===== src/hw/rtl/aws_pkg.sv =====
`default_nettype none
package aws_pkg;
    localparam int ImgWidth = 64;
    localparam int ImgHeight = 64;
    localparam int XW = $clog2(ImgWidth);
    localparam int YW = $clog2(ImgHeight);
    localparam int AddrW = XW + YW;
    localparam int BankXW = XW - 1;
    localparam int BankYW = YW - 1;
    localparam int BankAW = BankXW + BankYW;

    typedef enum logic [2:0] {
        REG_M00 = 3'd0, REG_M01 = 3'd1, REG_M02 = 3'd2, REG_M10 = 3'd3,
        REG_M11 = 3'd4, REG_M12 = 3'd5, REG_MODE = 3'd6
    } t_reg_idx;

    localparam logic REQ_WRITE = 1'b0;
    localparam logic REQ_SAMPLE = 1'b1;
    localparam logic MODE_NEAREST = 1'b0;
    localparam logic MODE_BILINEAR = 1'b1;

    typedef struct packed {
        logic       req_type;
        logic [5:0] pixel_x;
        logic [5:0] pixel_y;
        logic [7:0] in_blue;
        logic [7:0] in_green;
        logic [7:0] in_red;
    } t_in_item;

    typedef struct packed {
        logic [7:0] out_blue;
        logic [7:0] out_green;
        logic [7:0] out_red;
        logic       out_of_range;
    } t_out_item;

    typedef struct packed {
        logic [7:0] r;
        logic [7:0] g;
        logic [7:0] b;
    } t_rgb;
endpackage
`default_nettype wire


===== src/hw/rtl/aws_blend.sv =====
`default_nettype none
module aws_blend
    import aws_pkg::*;
(
    input  wire logic       i_clk,
    input  wire logic       i_en,
    input  wire logic [7:0] i_a,
    input  wire logic [7:0] i_b,
    input  wire logic [7:0] i_p00,
    input  wire logic [7:0] i_p10,
    input  wire logic [7:0] i_p01,
    input  wire logic [7:0] i_p11,
    output logic [7:0]      o_val
);
    // stage 1: blend along x; stage 2: blend along y
    logic [16:0] r_row0;
    logic [16:0] r_row1;
    logic [8:0]  r_b;
    logic [25:0] n_sum;
    logic [8:0]  ia;

    assign ia = 9'd256 - {1'b0, i_a};

    always_ff @(posedge i_clk) begin
        if (i_en) begin
            r_row0 <= ({8'd0, ia} * {9'd0, i_p00}) + ({9'd0, i_a} * {9'd0, i_p10});
            r_row1 <= ({8'd0, ia} * {9'd0, i_p01}) + ({9'd0, i_a} * {9'd0, i_p11});
            r_b    <= {1'b0, i_b};
        end
    end

    always_comb begin
        n_sum = ({17'd0, 9'd256 - r_b} * {9'd0, r_row0}) + ({17'd0, r_b} * {9'd0, r_row1});
        o_val = n_sum[23:16];
    end
endmodule
`default_nettype wire


===== config.mk =====
export PLATFORM = sky130hd
export DESIGN_NAME = aws_blend
export DESIGN_NICKNAME = d
export VERILOG_FILES = /design/src/hw/rtl/aws_pkg.sv /design/src/hw/rtl/aws_blend.sv
export SDC_FILE = /design/constraint.sdc
export NUM_CORES = 1
export LEC_CHECK = 0
export BUFFER_PORTS_ARGS = -buffer_cell sky130_fd_sc_hd__buf_2
export CELL_PAD_IN_SITES_DETAIL_PLACEMENT = 2
export CELL_PAD_IN_SITES_GLOBAL_PLACEMENT = 2
export CORE_MARGIN = 2
export CORE_UTILIZATION = 34
export DETAILED_ROUTE_END_ITERATION = 12
export PLACE_DENSITY = 0.79
export SLEW_MARGIN = 20
export SYNTH_ARGS = -nofsm -noshare
export SYNTH_HDL_FRONTEND = slang
export SYNTH_SLANG_ARGS = --single-unit

===== constraint.sdc =====
create_clock -name i_clk -period 15.4 [get_ports i_clk]
set_input_delay 0 -clock i_clk [delete_from_list [all_inputs] [get_ports i_clk]]
set_output_delay 0 -clock i_clk [all_outputs]
set_load 0.01 [all_outputs]

==> summary.txt, run 1 <==
Place
  • Detailed placement HPWL: 48,400 um
  • Post-DP Area: 0.0204 mm2
  • Placer Congestion: 0.813
  • Setup WS pre-CTS: 7.54 ns
  • Port Buffers: 57

CTS
  • Post-CTS Resized: 0
  • Max clock buf depth: 2
  • Clk root buf: clkbuf_16
  • Clock Sink Count: 42
  • CTS Buf Count: 5
  • CTS H-tree depth: 2
  • CTS clk-pin slew, worst paths: 0.06 ns
  • CTS tree: done
  • Setup bufs post-CTS: 0

Yosys
  • Ys async rst share: 0
  • Synth Flop Type: edfxtp_1
  • Largest family of logic cells by synthesized area: adder cells
  • Synth area leaders: fa_1 (46%), ha_1 (13%), inv_1 (11%)
  • Cell Area, Synth: 0.0193 mm2
  • Compound-gate portion of the synthesized area: 0.0286
  • Syn_nets: 2,790
  • Synth area leader: fa_1
  • Yosys reg bits: 42
  • Number of enable flip-flop cells after synthesis: 42
  • Post-Synth Simple-Gate Area: 0.167
  • Mapped Avg Cell Area: 9.18 um2
  • Post-synthesis cell count: 2,099
  • Synth Area in Adders: 0.587
  • Ys Warns: 0
  • Mux cell area share after synthesis: 0
  • Post-synthesis xor/xnor area fraction: 0.0257
  • Post-synth top area share: 0.455
  • Post-synthesis cell type count: 51
  • Sequential area share after synthesis: 0.0654

Global route
  • Remaining Overflow, GRT: 0
  • Vias in the first global route: 17,100
  • First-pass GRT wire length: 93,600 um
  • All-layer global routing usage: 0.203
  • Largest net degree at the start of global routing: 43
  • Initial antenna violation count: 0

STA
  • Max Slew Vio Count: 0
  • Setup slack after layout: 7.31 ns
  • Worst-margin pin slew: 1.14 ns
  • RSZ-0062 raised after global routing: false
  • FMAX: 0.124 GHz
  • Endpoints failing hold: 0
  • Final Cycle Share: 0.525
  • Final setup viols: 0
  • Fin crit period: 8.09 ns
  • Post-route setup TNS: 0 ns
  • Max_slew headroom: 0.236

Drt
  • Final ANT Viol Nets: 0
  • Via Count: 13,700
  • Routed WL: 56,900 um
  • Avg WL per Cell: 19.8 um
  • DRT Pass-1 Iters: 4
  • Iter 0 DRT Violations: 425
  • Via/cell ratio: 4.76
  • # DRC: 0

Layout
  • Fill cell count: 6,324
  • Final Cell Area: 0.0206 mm2
  • Share of layout cells above drive strength 1: 0.0472
  • Layout Nets: 2,810
  • Utilization after layout: 0.368
  • P&R area growth vs syn: 7.15%
  • Ant. Diodes: 0

Die
  • Row count: 87
  • Die Span Y: 242 um
  • Io pins: 58
  • Die width: 242 um
  • Initial Util: 0.343
  • Area of the die: 0.0586 mm2
  • Placeable Area: 0.0562 mm2

Setup path
  • Arrival time worst endpoint: 8.09 ns
  • Required @ worst endpoint: 15.40 ns
  • CP endpoint kind: output pin
  • Max stage delay on crit path: 0.78 ns
  • Type of origin of the critical path: flip-flop
  • Slowest cell on crit path: nor4b_4
  • Cell mode on critical path: fa_1
  • WS Path Type: flip-flop to output pin
  • CP cell instances: buf_4, inv_1, ha_1, or3b_4, nor4b_4, nand2_1, fa_1, inv_1, fa_1, fa_1, fa_1, fa_1, inv_1, fa_1, inv_1, ha_1, and4_1, and3_1, a31oi_1, a211oi_1, o2111ai_1, a311o_1, o21ai_2, buf_2
  • Family with the most delay on the worst path: adder cells
  • Worst Path Max Fanout: 36
  • Worst path bufs/invs: 6

Outcome
  • Status: completed

Worst hold path
  • Hold Crit Class: input pin to flip-flop

Flow run
  • Max-Cap Viols: 0
## sequential cells by signal (all words and copies together) (netlist names)
name	count
r_b	8
r_row1	17
r_row0	17
## cells in the mapped netlist (all sizes together), types with 4 or more instances
library cell  number
inv              579
fa               438
and2             297
nand2            276
ha               203
clkbuf            57
edfxtp            42
xnor2             38
a21oi             23
nor2              18
xor2              16
buf               15
o21ai             13
nor3               9
a211oi             8
a21o               6
a31oi              4
nand3              4
nor2b              4
o21bai             4
## timing repair
| action | CTS | global route |
|---|---|---|
| setup endpoints to repair | 0 | 0 |
| hold buffers | 8 | 0 |
| hold endpoints to repair | 8 | 0 |
## cells by family after synthesis
logic type	Yosys count
compound gates	83
simple gates	627
fa+ha+maj	641
flops	42
xor+xnor	55
buf+inv	651
## per-stage QoR
step	hold slack (ns)	instances
global route	0.332	2876
floorplan	0.0989	2099
finish	0.278	2876
detailed placement	0.182	2860
CTS	0.279	2876
global placement	0.177	2860
## cell usage in the layout (no fill, tap or decap), types with 11 or more instances in the layout
cell type  count
fa_1         438
inv_1        579
nor2_1        18
ha_1         203
o21ai_0       11
xor2_1        14
xnor2_1       35
buf_2         57
nand2_1      276
buf_4         20
and2_1       297
edfxtp_1      42
a21oi_1       23
## layer usage
metal  track usage  vias to the layer above  part of all wire
li1              -                     6101                 -
met1         0.243                     7361              0.42
met2         0.395                      165              0.54
met3        0.0103                       67             0.019
met4        0.0470                        0             0.020
met5             0                        -                 0
## final timing paths
check / startpoint / end / slack [ns] / cells past startpoint
worst max-delay path: r_b[0] / o_val[7] / 7.31 / 24
worst min-delay path: i_p10[0] / r_row0[0] / 0.28 / 3
## area by class of cell
class | count | area [um2] | share of cell area
Inverter | 579 | 2170 | 0.105
Clock buffer | 5 | 125 | 0.00606
Clock inverter | 3 | 21.3 | 0.00103
Tap cell | 756 | 946 | 0.0458
Sequential cell | 42 | 1260 | 0.0611
Timing Repair Buffer | 85 | 515 | 0.0250
Multi-Input combinational cell | 1406 | 15600 | 0.756
Power of run 1 is not shown: default switching activity piles up to over one toggle a cycle in this logic, so the estimate is an artifact.
==> run 2, diff against run 1 <==
==> constraint.sdc (replaced) <==
create_clock -name i_clk -period 8.2 [get_ports i_clk]
set_input_delay 0 -clock i_clk [delete_from_list [all_inputs] [get_ports i_clk]]
set_output_delay 0 -clock i_clk [all_outputs]
set_load 0.01 [all_outputs]
==> summary.txt, run 2 (same netlist as run 1, synthesis figures left out) <==
Layout
  • Layout Nets: 2,818
  • P&R area growth vs syn: 7.59%
  • FF/Latch Area: 0.00126 mm2
  • Most frequent cells in the layout: inv_1 (579), fa_1 (438), and2_1 (297)
  • Top Registers: r_row0: 17 flops, r_row1: 17 flops, r_b: 8 flops
  • Multi-input combinational cell area: 0.0156 mm2
  • Share of layout cells above drive strength 1: 0.0493
  • Utilization after layout: 0.369
  • Most common cell after layout, fill and taps aside: inv_1
  • Fill cell count: 6,295

STA
  • FMAX: 0.129 GHz
  • Final setup viols: 0
  • Endpoints failing hold: 0
  • Final Cycle Share: 0.946
  • RSZ-0062 raised after global routing: false
  • Worst-margin pin slew: 1.05 ns
  • Max Slew Vio Count: 0
  • Max_slew headroom: 0.301
  • Fin crit period: 7.76 ns
  • Post-route setup TNS: 0 ns
  • Hold slack: 0.0147 ns
  • Setup slack after layout: 0.439 ns

Global route
  • Remaining Overflow, GRT: 0
  • Largest net degree at the start of global routing: 43
  • Vias in the first global route: 17,100
  • First-pass GRT wire length: 96,100 um
  • All-layer global routing usage: 0.210
  • Initial antenna violation count: 2

CTS
  • Setup bufs post-CTS: 0
  • CTS Buf Count: 5
  • CTS tree: done
  • Post-CTS Resized: 0
  • Clock Sink Count: 42
  • CTS clk-pin slew, worst paths: 0.07 ns
  • Hold buffers post-CTS: 7
  • Clk root buf: clkbuf_16
  • CTS H-tree depth: 2
  • Max clock buf depth: 2

Die
  • Row count: 87
  • Io pins: 58
  • Die Span Y: 242 um
  • Initial Util: 0.343
  • Area of the die: 0.0586 mm2
  • Die width: 242 um
  • Placeable Area: 0.0562 mm2

Outcome
  • Status: completed

Setup path
  • WS Path Type: flip-flop to output pin
  • Required @ worst endpoint: 8.20 ns
  • CP endpoint kind: output pin
  • Worst Path Max Fanout: 17
  • Type of origin of the critical path: flip-flop
  • Arrival time worst endpoint: 7.76 ns

Place
  • Detailed placement HPWL: 50,500 um
  • Setup WS pre-CTS: 0.780 ns
  • Port Buffers: 57
  • Placer Congestion: 0.815

Drt
  • Iter 0 DRT Violations: 416
  • Routed WL: 59,200 um
  • Avg WL per Cell: 20.5 um
  • Via/cell ratio: 4.81
  • # DRC: 0
  • Final ANT Viol Nets: 0
  • DRT Pass-1 Iters: 9
  • Via Count: 13,900

Flow run
  • Max-Cap Viols: 0

Worst hold path
  • Hold Crit Class: input pin to flip-flop
-- run 2: path summary, 6_finish.rpt --
path,cells after the start,end,startpoint,slack [ns]
setup / recovery,25,o_val[7],r_b[0],0.44
hold / removal,1,r_b[0],i_b[0],0.01
-- run 2: worst max-delay path, cell delays in order, from the launching register on --
cell	delay, ns
edfxtp_1	0.46
inv_1	0.13
ha_1	0.19
or3b_4	0.43
nor3_1	0.27
xnor2_2	0.31
and2_1	0.29
fa_1	0.50
inv_1	0.05
fa_1	0.48
fa_1	0.54
inv_1	0.07
fa_1	0.50
fa_1	0.50
inv_1	0.05
fa_1	0.49
inv_1	0.05
ha_1	0.28
and4_1	0.25
and3_1	0.17
a31oi_1	0.13
a211oi_1	0.56
o2111ai_1	0.23
a21boi_0	0.29
o21ai_2	0.09
buf_2	0.14
-- run 2: metal layers --
layer	track usage	share of wire	vias to the layer above
li1	-	-	6124
met1	0.253	0.42	7441
met2	0.395	0.53	227
met3	0.0174	0.026	98
met4	0.0641	0.027	0
met5	0	0	-
-- run 2: area by class of cell --
cell class	count	share of cell area
inverter	579	0.105
clock inverter	3	0.00308
sequential	42	0.0608
multi-input combinational	1406	0.752
clock buffer	5	0.00603
antenna	2	0.000241
timing repair buffer	93	0.0276
tap	756	0.0456
-- run 2: metrics by stage --
stage	cell area [um2]	instances
finish	20700	2886
detailed placement	20500	2869
CTS	20700	2884
global placement	20400	2869
global route	20700	2886
floorplan	19300	2099
Power of run 2 is left out for the same reason.
==> run 3, diff against run 2 <==
--- a/config.mk
+++ b/config.mk
@@ -8,6 +8,7 @@
 export BUFFER_PORTS_ARGS = -buffer_cell sky130_fd_sc_hd__buf_2
 export CELL_PAD_IN_SITES_DETAIL_PLACEMENT = 2
 export CELL_PAD_IN_SITES_GLOBAL_PLACEMENT = 2
+export CORE_ASPECT_RATIO = 1.2
 export CORE_MARGIN = 2
 export CORE_UTILIZATION = 34
 export DETAILED_ROUTE_END_ITERATION = 12
==> summary.txt, run 3 (same netlist as run 1, synthesis figures left out) <==
Die
  • Placeable Area: 0.0560 mm2
  • Io pins: 58
  • Row count: 95
  • Die Span Y: 265 um
  • Initial Util: 0.344
  • Die width: 221 um
  • Area of the die: 0.0586 mm2

STA
  • Post-route setup TNS: 0 ns
  • Worst-margin pin slew: 0.959 ns
  • Fin crit period: 7.92 ns
  • Max_slew headroom: 0.360
  • RSZ-0062 raised after global routing: true
  • Endpoints failing hold: 0
  • Final Cycle Share: 0.966
  • Final setup viols: 0
  • Max Slew Vio Count: 0
  • FMAX: 0.126 GHz

Global route
  • Initial antenna violation count: 2
  • Remaining Overflow, GRT: 0
  • Vias in the first global route: 17,500
  • Largest net degree at the start of global routing: 43
  • First-pass GRT wire length: 96,000 um
  • All-layer global routing usage: 0.212

Setup path
  • Type of origin of the critical path: flip-flop
  • WS Path Type: flip-flop to output pin
  • CP endpoint kind: output pin
  • Required @ worst endpoint: 8.20 ns
  • Arrival time worst endpoint: 7.92 ns
  • Worst Path Max Fanout: 13

Flow run
  • Max-Cap Viols: 0

Drt
  • Via/cell ratio: 4.85
  • # DRC: 0
  • Final ANT Viol Nets: 0
  • Avg WL per Cell: 21.0 um
  • Routed WL: 59,800 um
  • Via Count: 13,800
  • Iter 0 DRT Violations: 475
  • DRT Pass-1 Iters: 4

Layout
  • Top Registers: r_row0: 17 flops, r_row1: 17 flops, r_b: 8 flops
  • P&R area growth vs syn: 7.27%
  • Most common cell after layout, fill and taps aside: inv_1
  • Most frequent cells in the layout: inv_1 (579), fa_1 (438), and2_1 (297)
  • Share of layout cells above drive strength 1: 0.0490
  • Layout Nets: 2,814

CTS
  • CTS tree: done
  • Max clock buf depth: 2
  • CTS clk-pin slew, worst paths: 0.07 ns
  • CTS Buf Count: 5
  • CTS H-tree depth: 2
  • Clk root buf: clkbuf_16
  • Clock Sink Count: 42

Worst hold path
  • Worst Hold Depth: 1
  • Hold Crit Class: input pin to flip-flop

Place
  • Port Buffers: 57
  • Placer Congestion: 0.904
  • Detailed placement HPWL: 51,300 um

Outcome
  • Status: completed
[run 3: changes by cell type in the layout (fill, tap and decap cells not counted), sizes merged]
cell,change
buf,-6
bufinv,-2
clkbuf,+1
clkinv,-1
clkinvlp,+1
diode,-1
dlygate4sd3,+1
inv,+2
[run 3: area by class of cell]
| type | count | area (um2) |
|---|---|---|
| diodes | 1 | 2.50 |
| clock buffers | 5 | 125 |
| clock inverters | 3 | 27.5 |
| fillers | 6201 | 35300 |
| inverters | 579 | 2170 |
| multi-input cells | 1406 | 15600 |
| flip-flops and latches | 42 | 1260 |
| well taps | 727 | 910 |
| repair buffers | 89 | 558 |
[run 3: metal layers]
layer,GRT usage,wire length [um],vias up
li1,-,-,6115
met1,0.225,22500,7377
met2,0.427,33900,222
met3,0.0168,1280,112
met4,0.0827,2230,0
met5,0,0,-
[run 3: timing repair]
item                       CTS  global route
setup endpoints to repair    4             5
hold endpoints to repair     8             0
gates resized for setup      3             4
hold buffers                 8             0
setup buffers                0             2
pin swaps                    0             0
[run 3: path summary, 6_finish.rpt]
path,from,end,slack [ns]
min,i_en,r_row0[10],0.24
max,r_b[0],o_val[4],0.28
[run 3: worst max-delay path, stage by stage (launching register included)]
cell and delay (ns):
edfxtp_1 0.61, inv_1 0.15, ha_1 0.20, or3b_4 0.43, nor4b_4 0.54, buf_4 0.28
nand2_1 0.09, fa_1 0.55, inv_1 0.06, fa_1 0.49, fa_1 0.58, fa_1 0.44
fa_1 0.50, inv_1 0.05, fa_1 0.48, inv_1 0.05, ha_1 0.28, and4_1 0.19
and3_1 0.20, a31oi_1 0.40, a211oi_2 0.18, or3_1 0.37, a21oi_1 0.22, xnor2_1 0.13
buf_2 0.15
[run 3: stage by stage]
step | area (um2) | setup WS [ns] | hold slack [ns] | util | instances
global placement | 20400 | 0.570 | 0.188 | 0.364 | 2833
finish | 20700 | 0.282 | 0.236 | 0.369 | 2852
floorplan | 19300 | 1.38 | 0.0989 | - | 2099
detailed placement | 20400 | 0.240 | 0.179 | 0.364 | 2833
global route | 20700 | -0.0679 | 0.266 | 0.369 | 2851
CTS | 20600 | 0.100 | 0.268 | 0.368 | 2849
Power of run 3 is left out for the same reason.
